File: config.mk
export PLATFORM = sky130hd
export DESIGN_NAME = breathing_led_hsv_to_rgb
export DESIGN_NICKNAME = d
export VERILOG_FILES = /design/src/hw/rtl/blh2rgb_pkg.sv /design/src/hw/rtl/breathing_led_hsv_to_rgb.sv
export SDC_FILE = /design/constraint.sdc
export NUM_CORES = 1
export LEC_CHECK = 0
export CORE_MARGIN = 1
export CORE_UTILIZATION = 35
export DETAILED_ROUTE_END_ITERATION = 8
export DONT_BUFFER_PORTS = 1
export GPL_ROUTABILITY_DRIVEN = 1
export GPL_TIMING_DRIVEN = 0
export HOLD_SLACK_MARGIN = 0.1
export PLACE_DENSITY = 0.48
export SKIP_LAST_GASP = 1
export SYNTH_ARGS = -nofsm -noshare
export SYNTH_HDL_FRONTEND = slang
export SYNTH_SLANG_ARGS = --single-unit
File: constraint.sdc
create_clock -name aclk -period 4.63 [get_ports aclk]
set_input_delay 0.6945 -clock aclk [delete_from_list [all_inputs] [get_ports aclk]]
set_output_delay 0.6945 -clock aclk [all_outputs]
set_load 0.02 [all_outputs]
File: src/hw/rtl/blh2rgb_pkg.sv
package blh2rgb_pkg;

    localparam int unsigned NUM_STAGES = 6;

    localparam logic [7:0] BRIGHT_FLOOR = 8'd80;
    localparam logic [7:0] FULL_SCALE   = 8'd255;

    // six hue sectors, named by the channel that is full in each
    typedef enum logic [2:0] {
        SEC_RED_RISE_GREEN = 3'd0,
        SEC_GREEN_FALL_RED = 3'd1,
        SEC_GREEN_RISE_BLUE = 3'd2,
        SEC_BLUE_FALL_GREEN = 3'd3,
        SEC_BLUE_RISE_RED = 3'd4,
        SEC_RED_FALL_BLUE = 3'd5
    } sector_t;

endpackage

File: src/hw/rtl/breathing_led_hsv_to_rgb.sv
// channel  | ports                      | tdata fields, lowest bit up
// ---------+----------------------------+------------------------------------------------
// input    | s_tvalid s_tready s_tdata  | time_ms[15:0] hue[23:16] saturation[31:24]
//          |                            | phase_shift[39:32]
// result   | m_tvalid m_tready m_tdata  | red[7:0] green[15:8] blue[23:16]
//
// one word per clock sustained while m_tready is high, passing through six register stages
// (triangle/hue sector, squares, cube, brightness, three channel products, sector select)
// each stage holds its word while the next stage is full and stalled, so bubbles are
// squeezed out and s_tready drops only when all six stages hold data
// aresetn clears the stage valid bits only; the stage data registers are not reset
module breathing_led_hsv_to_rgb (
    input  logic        aclk,
    input  logic        aresetn,
    input  logic        s_tvalid,
    output logic        s_tready,
    input  logic [39:0] s_tdata,   // time_ms, hue, saturation, phase_shift
    output logic        m_tvalid,
    input  logic        m_tready,
    output logic [23:0] m_tdata    // red, green, blue
);
    import blh2rgb_pkg::*;

    logic [NUM_STAGES-1:0] vld_reg;
    logic [NUM_STAGES-1:0] vld_next;
    logic [NUM_STAGES-1:0] rdy;

    // stage 0: phase, triangle fold, hue sector
    logic [7:0]  xd0_reg, xd0_next;
    sector_t     sec0_reg, sec0_next;
    logic [7:0]  frac0_reg, frac0_next;
    logic [7:0]  sat0_reg;
    // stage 1: square and saturation scaled fractions
    logic [7:0]  xd1_reg;
    logic [7:0]  x2_1_reg, x2_1_next;
    logic [7:0]  sf1_reg, sf1_next;
    logic [7:0]  st1_reg, st1_next;
    sector_t     sec1_reg;
    logic [7:0]  sat1_reg;
    // stage 2: cube and complements
    logic [7:0]  x2_2_reg;
    logic [7:0]  x3_2_reg, x3_2_next;
    logic [7:0]  pc2_reg, qc2_reg, tc2_reg;
    logic        grey2_reg;
    sector_t     sec2_reg;
    // stage 3: brightness
    logic [7:0]  v3_reg, v3_next;
    logic [7:0]  pc3_reg, qc3_reg, tc3_reg;
    logic        grey3_reg;
    sector_t     sec3_reg;
    // stage 4: channel products
    logic [7:0]  v4_reg;
    logic [7:0]  p4_reg, p4_next;
    logic [7:0]  q4_reg, q4_next;
    logic [7:0]  t4_reg, t4_next;
    logic        grey4_reg;
    sector_t     sec4_reg;
    // stage 5: output word
    logic [23:0] rgb5_reg, rgb5_next;

    // each stage takes a word when it is empty or its own word moves on
    always_comb begin
        rdy[NUM_STAGES-1] = !vld_reg[NUM_STAGES-1] || m_tready;
        for (int i = NUM_STAGES - 2; i >= 0; i--) begin
            rdy[i] = !vld_reg[i] || rdy[i+1];
        end
    end

    always_comb begin
        vld_next[0] = rdy[0] ? s_tvalid : vld_reg[0];
        for (int i = 1; i < NUM_STAGES; i++) begin
            vld_next[i] = rdy[i] ? vld_reg[i-1] : vld_reg[i];
        end
    end

    assign s_tready = rdy[0];
    assign m_tvalid = vld_reg[NUM_STAGES-1];
    assign m_tdata  = rgb5_reg;

    always_ff @(posedge aclk) begin
        if (!aresetn) begin
            vld_reg <= '0;
        end else begin
            vld_reg <= vld_next;
        end
    end

    // stage 0 logic
    logic [7:0]  phase0;
    logic [7:0]  fold0;
    logic [10:0] hue6;
    always_comb begin
        phase0 = s_tdata[11:4] + s_tdata[39:32];
        fold0  = phase0[7] ? (FULL_SCALE - phase0) : phase0;
        xd0_next = {fold0[6:0], 1'b0};
        hue6 = {1'b0, s_tdata[23:16], 2'b00} + {2'b00, s_tdata[23:16], 1'b0};
        sec0_next = sector_t'(hue6[10:8]);
        frac0_next = hue6[7:0];
    end

    // stage 1 logic
    logic [15:0] sq1, sfp1, stp1;
    always_comb begin
        sq1  = xd0_reg * xd0_reg;
        sfp1 = sat0_reg * frac0_reg;
        stp1 = sat0_reg * (FULL_SCALE - frac0_reg);
        x2_1_next = sq1[15:8];
        sf1_next  = sfp1[15:8];
        st1_next  = stp1[15:8];
    end

    // stage 2 logic
    logic [15:0] cube2;
    always_comb begin
        cube2 = x2_1_reg * xd1_reg;
        x3_2_next = cube2[15:8];
    end

    // stage 3 logic: (3*x2 - 2*x3)/2 + floor
    logic [9:0] three_x2, two_x3, diff3;
    always_comb begin
        three_x2 = {2'b00, x2_2_reg} + {1'b0, x2_2_reg, 1'b0};
        two_x3   = {1'b0, x3_2_reg, 1'b0};
        diff3    = three_x2 - two_x3;
        v3_next  = diff3[8:1] + BRIGHT_FLOOR;
    end

    // stage 4 logic
    logic [15:0] pp4, qp4, tp4;
    always_comb begin
        pp4 = v3_reg * pc3_reg;
        qp4 = v3_reg * qc3_reg;
        tp4 = v3_reg * tc3_reg;
        p4_next = pp4[15:8];
        q4_next = qp4[15:8];
        t4_next = tp4[15:8];
    end

    // stage 5 logic: words are packed blue, green, red from the top
    always_comb begin
        if (grey4_reg) begin
            rgb5_next = {v4_reg, v4_reg, v4_reg};
        end else begin
            case (sec4_reg)
                SEC_RED_RISE_GREEN:  rgb5_next = {p4_reg, t4_reg, v4_reg};
                SEC_GREEN_FALL_RED:  rgb5_next = {p4_reg, v4_reg, q4_reg};
                SEC_GREEN_RISE_BLUE: rgb5_next = {t4_reg, v4_reg, p4_reg};
                SEC_BLUE_FALL_GREEN: rgb5_next = {v4_reg, q4_reg, p4_reg};
                SEC_BLUE_RISE_RED:   rgb5_next = {v4_reg, p4_reg, t4_reg};
                default:             rgb5_next = {q4_reg, p4_reg, v4_reg};
            endcase
        end
    end

    always_ff @(posedge aclk) begin
        if (rdy[0]) begin
            xd0_reg   <= xd0_next;
            sec0_reg  <= sec0_next;
            frac0_reg <= frac0_next;
            sat0_reg  <= s_tdata[31:24];
        end
        if (rdy[1]) begin
            xd1_reg  <= xd0_reg;
            x2_1_reg <= x2_1_next;
            sf1_reg  <= sf1_next;
            st1_reg  <= st1_next;
            sec1_reg <= sec0_reg;
            sat1_reg <= sat0_reg;
        end
        if (rdy[2]) begin
            x2_2_reg  <= x2_1_reg;
            x3_2_reg  <= x3_2_next;
            pc2_reg   <= FULL_SCALE - sat1_reg;
            qc2_reg   <= FULL_SCALE - sf1_reg;
            tc2_reg   <= FULL_SCALE - st1_reg;
            grey2_reg <= (sat1_reg == 8'd0);
            sec2_reg  <= sec1_reg;
        end
        if (rdy[3]) begin
            v3_reg    <= v3_next;
            pc3_reg   <= pc2_reg;
            qc3_reg   <= qc2_reg;
            tc3_reg   <= tc2_reg;
            grey3_reg <= grey2_reg;
            sec3_reg  <= sec2_reg;
        end
        if (rdy[4]) begin
            v4_reg    <= v3_reg;
            p4_reg    <= p4_next;
            q4_reg    <= q4_next;
            t4_reg    <= t4_next;
            grey4_reg <= grey3_reg;
            sec4_reg  <= sec3_reg;
        end
        if (rdy[5]) begin
            rgb5_reg <= rgb5_next;
        end
    end

`ifndef SYNTHESIS
    // input side backs up only when every stage holds a word
    assert property (@(posedge aclk) disable iff (!aresetn)
        !s_tready |-> (&vld_reg))
        else $error("input stalled with an empty stage");

    // breathing level stays within the floor and the peak
    assert property (@(posedge aclk) disable iff (!aresetn)
        vld_reg[3] |-> (v3_reg >= BRIGHT_FLOOR && v3_reg <= 8'd208))
        else $error("brightness out of range");

    // hue sector is one of six
    assert property (@(posedge aclk) disable iff (!aresetn)
        vld_reg[0] |-> (sec0_reg <= SEC_RED_FALL_BLUE))
        else $error("hue sector out of range");

    // a grey word has three equal channels
    assert property (@(posedge aclk) disable iff (!aresetn)
        (vld_reg[4] && rdy[5] && grey4_reg) |=>
            (m_tdata[7:0] == m_tdata[15:8] && m_tdata[15:8] == m_tdata[23:16]))
        else $error("grey word has unequal channels");

    // nothing comes out right after reset
    assert property (@(posedge aclk) !aresetn |=> !m_tvalid)
        else $error("result valid after reset");
`endif

endmodule
-- Word level (Yosys, flattened, before mapping)
Cells that the tools add are included.
- $add $sub $neg: 10
- equal/unequal tests: 4
- reduce and logical (&&, ||, !) cells: 14
- muxes and demuxes: 3
- multipliers: 7
- operators by type and width (operator ; count):
    one-hot mux 24 bit (5 select lines) ; 1
    multiplier 8 x 8 -> 16 bit ; 4
    2-to-1 mux 24 bit ; 1
    subtractor 8 bit (first input constant) ; 3
    multiplier 9 x 9 -> 16 bit ; 1
    multiplier 8 x 7 -> 15 bit ; 1
    multiplier 7 x 7 -> 14 bit ; 1
    adder 10 x 9 -> 11 bit ; 1
    adder 8 x 9 -> 9 bit ; 1
    subtractor 8 x 8 -> 9 bit (first input constant) ; 1
    subtractor 9 bit ; 1
    adder 8 x 7 -> 8 bit (second input constant) ; 1
    adder 8 bit ; 1
    logical NOT 8 bit ; 1
    2-to-1 mux 7 bit ; 1
    subtractor 7 bit (first input constant) ; 1
    equality test 3 x 2 -> 1 bit (second input constant) ; 2
    logical NOT 1 bit ; 6
    logical OR 1 bit ; 6
    equality test 3 x 1 -> 1 bit (second input constant) ; 1
    equality test 3 bit (second input constant) ; 1
    logical NOT 3 bit ; 1
- input port bits: 44
- register bits after elaboration: 214
- output and inout port bits: 26

-- Longest topological paths before layout
- depth after elaboration: 7
- gate-level depth with buffers: 18
- depth with buffers taken out: 17

-- Worst setup path before layout
No wires, ideal clock.
- path kind: register to register
- start: register frac0_reg[3]
- end: register sf1_reg[7], data pin
- buffers on the path: 1
- clock period less this slack: 4.707 ns
- stages on the path, launching flop included: 17
- data arrival time: 4.436 ns
- setup time: 0.271 ns
- data required time: 4.359 ns
- setup slack: -0.077 ns
- path through: edfxtp_1 -> clkbuf_1 -> nand2_1 -> fa_1 -> fa_1 -> inv_1 -> fa_1 -> inv_1 -> fa_1 -> inv_1 -> ha_1 -> o21a_1 -> o2111a_1 -> a221o_1 -> o41a_1 -> nor4_1 -> a311oi_1
- longest elaborated chain between the ends: 1
- RTL lines (element ; RTL line ; source):
    from (decl) ; breathing_led_hsv_to_rgb.sv:31 ; logic [7:0] frac0_reg, frac0_next;
    from (signal assigned) ; breathing_led_hsv_to_rgb.sv:159 ; frac0_reg <= frac0_next;
    multiplier 8 x 8 -> 16 bit ; breathing_led_hsv_to_rgb.sv:105 ; sfp1 = sat0_reg * frac0_reg;
    named net sfp1[15] ; breathing_led_hsv_to_rgb.sv:102 ; logic [15:0] sq1, sfp1, stp1;
    to (signal assigned) ; breathing_led_hsv_to_rgb.sv:165 ; sf1_reg <= sf1_next;
    to (decl) ; breathing_led_hsv_to_rgb.sv:36 ; logic [7:0] sf1_reg, sf1_next;
The timed path passes the listed nets, and every way through them passes these cells.
A chain may end at the register's enable or synchronous reset.

-- Worst setup path in the final report
- start: register sat0_reg[3]
- end: register sf1_reg[7], data pin
- longest elaborated chain between the ends: 1
- RTL lines (element ; RTL line ; source):
    from (decl) ; breathing_led_hsv_to_rgb.sv:32 ; logic [7:0] sat0_reg;
    from (signal assigned) ; breathing_led_hsv_to_rgb.sv:160 ; sat0_reg <= s_tdata[31:24];
    multiplier 8 x 8 -> 16 bit ; breathing_led_hsv_to_rgb.sv:105 ;
    named net sfp1[15] ; breathing_led_hsv_to_rgb.sv:102 ;
The timed path passes the listed nets, and every way through them passes these cells.

==> flow_summary.toml <==
[clock_network]
cts_tree = "yes"
cts_max_path_buffers = 3
htreeDepth = 1
cts_root_buf = "clkbuf_16"
postCtsHoldBufs = 0
clk_pin_slew_ns = 0.07
cts_buffers = 28
cts.sinks = 213
clk_latency_ns = 0.60

[timing]
fin_setup_tns_ns = -0.206
relSlewSlack = 0.396
min_period_over_period = 1.02
setup_viol = 3
rsz0062_at_grt = "true"
hold_violations = 0
skew_ns = 0.0568
clock.fmax_ghz = 0.211
setup_ws_ns = -0.104
period_minus_slack_ns = 4.73
worst_slew_pin_slew_ns = 0.905
slew_viol_final = 0

[setup_path]
r2r_slack_ns = -0.10
critical_path.top_delay_family = "adder cells"
crit_path_max_fanout = 3
r2r_cells = 16
reg2reg_from = "sat0_reg[3]$_DFFE_PP_"
required_ns = 4.96
path_depth = 16
worstSetupPathType = "flop to flop"
arrival_ns = 5.07
crit_end = "sf1_reg[7]$_DFFE_PP_"
path_buf_inv = 4
cp-startpoint = "sat0_reg[3]$_DFFE_PP_"
r2r-end = "sf1_reg[7]$_DFFE_PP_"
critPathSlowestCell = "fa_1"
worst_path_most_repeated_cell = "fa_1"
slowest_delay_ns = 0.53
crit_chain = "clkbuf_8 > nand2_2 > fa_1 > fa_1 > inv_1 > fa_1 > inv_1 > fa_1 > inv_1 > ha_4 > o21a_1 > o2111a_1 > a221o_1 > o41a_1 > nor4_2 > a311oi_2"
start_kind = "flop"
worst_setup_path_end_kind = "flop"

[global_route]
antenna_found_initial = 2
overflow = 0
grt_pass1_wl_um = 78100
grt_max_degree = 37
grt_pass1_vias = 14687
grtUsageTotal = 0.163

[flow_run]
drv_cap = 0

[synthesis]
synth-edff-count = 207
synth.distinct_cells = 65
synth.top_cells.by_area = "edfxtp_1, fa_1, ha_1, and2_1, inv_1"
synth_top_cell_area_share = 0.298
yosys_most_used_dff = "edfxtp_1"
synth_top_area_cell = "edfxtp_1"
synth_seq_cells = 213
seq_area_frac_synth = 0.304
synth-async-reset-ratio = 0
yosysWarnings = 0
syn_avg_cell_area_sq_um = 10.6
syn-cell-area_sq_um = 20800
syn_inst = 1963
synth_fp_nets = 2474

[outcome]
status = "finished with violations"
violations = "negative setup slack"

[routing]
num_vias = 13861
routed_via_density = 4.79
highest-signal-layer = "met5"
dr_wl_met2_um = 22900
wire_per_inst_um = 16.5
met1_length_um = 22100
drt_first_pass_iters = 5
remaining_drc_errors = 0
postRouteAntennaNets = 0
drt_wl_total_um = 47700
met3_wirelength_um = 1540
drtIter0Drc = 550

[hold_path]
min_path_type = "input pin to flop"

[layout]
largest_reg_flops = 24
fin_cells = 2896
fin_area_sq_um = 24500
nets = 2612
drive_gt1_frac = 0.134
area_growth_pct = 17.4
layout_commonest_cell = "inv_1"
multi_input_area_sq_um = 13600
diodes = 0
fillers = 5626
seqCellArea_sq_um = 6340
layout_common_cells = "inv_1, and2_1, ha_1, fa_1, edfxtp_1"

[placed_design]
post-place-ws_ns = -1.19
numPortBuffers = 0
gp_congestion = 0.836
dp_cells = 2739
place_area_sq_um = 21900
dp_hpwl_um = 35300

[floorplanning]
core.rowCount = 89
die_y_um = 246
ioPinCount = 70
dieArea_sq_um = 60500
die_w_um = 246
core_sq_um = 58900
start_util = 0.354
synth_stat cells, types with 17 or more instances:
cell type / instances
inv_1: 345
a21oi_1: 71
ha_1: 245
a21o_1: 23
fa_1: 222
nand2_1: 104
nor2_1: 77
xor2_1: 22
clkbuf_1: 47
nand2b_1: 22
and2_1: 251
o21ai_0: 46
xnor2_1: 50
nor2b_1: 26
nor3_1: 17
edfxtp_1: 207
worst reg2reg max path, cell delays in order, from the launching register on:
cell	delay [ns]
edfxtp_1	0.49
clkbuf_8	0.20
nand2_2	0.05
fa_1	0.43
fa_1	0.53
inv_1	0.05
fa_1	0.48
inv_1	0.05
fa_1	0.48
inv_1	0.07
ha_4	0.21
o21a_1	0.12
o2111a_1	0.23
a221o_1	0.39
o41a_1	0.37
nor4_2	0.27
a311oi_2	0.06
routing by layer:
layer / up-vias / global-route usage
met5: - / 0
met4: 4 / 0.0426
met3: 60 / 0.0232
met2: 203 / 0.278
met1: 6856 / 0.214
li1: 6738 / -
repair_timing:
| action | in CTS | in global routing |
|---|---|---|
| resized for setup | 122 | 80 |
| endpoints found under the setup margin | 37 | 29 |
| setup buffers | 74 | 32 |
| gates cloned | 2 | 0 |
| pin swaps | 30 | 62 |
| hold endpoints to repair | 0 | 0 |
area by class of cell:
cell class                      instances  share of cell area
Tap cell                              773              0.0395
Inverter                              345              0.0534
Buffer                                 50              0.0167
Clock buffer                           35              0.0297
Multi-Input combinational cell       1352               0.554
Clock inverter                         17             0.00808
Sequential cell                       213               0.259
Timing Repair Buffer                  111              0.0392
logic make-up (layout without fill, tap and decap cells):
family / count (synthesis) / in the layout / synth area share
AO/OA/AOI/OAI: 234 / 234 / 0.0742
XOR/XNOR: 78 / 78 / 0.0368
adder cells (fa/ha/maj): 467 / 467 / 0.360
buffers and inverters: 398 / 558 / 0.0719
flip-flops: 213 / 213 / 0.304
multiplexers: 11 / 11 / 0.00529
AND/OR/NAND/NOR: 562 / 562 / 0.147
metrics by stage:
step | util | hold slack (ns)
after floorplan | - | 0.400
after global placement | 0.370 | 0.400
after detailed placement | 0.371 | 0.405
after CTS | 0.406 | 0.141
after global routing | 0.415 | 0.155
final | 0.415 | 0.180
worst min path at each step:
stage	startpoint	end	cells after the start
6_report	s_tdata[16]	frac0_reg[1]$_DFFE_PP_	0
5_1_grt	s_tdata[16]	frac0_reg[1]$_DFFE_PP_	0
4_1_cts	s_tdata[16]	frac0_reg[1]$_DFFE_PP_	0
3_5_place_dp	sec0_reg[2]$_DFFE_PP_	sec1_reg[2]$_DFFE_PP_	0
3_3_place_gp	qc2_reg[4]$_DFFE_PP_	qc3_reg[4]$_DFFE_PP_	0
2_1_floorplan	grey2_reg$_DFFE_PP_	grey3_reg$_DFFE_PP_	0
Power is left out: the tool's default activity adds up to more than one toggle a clock period on the data nets, which glitch-free logic cannot reach.
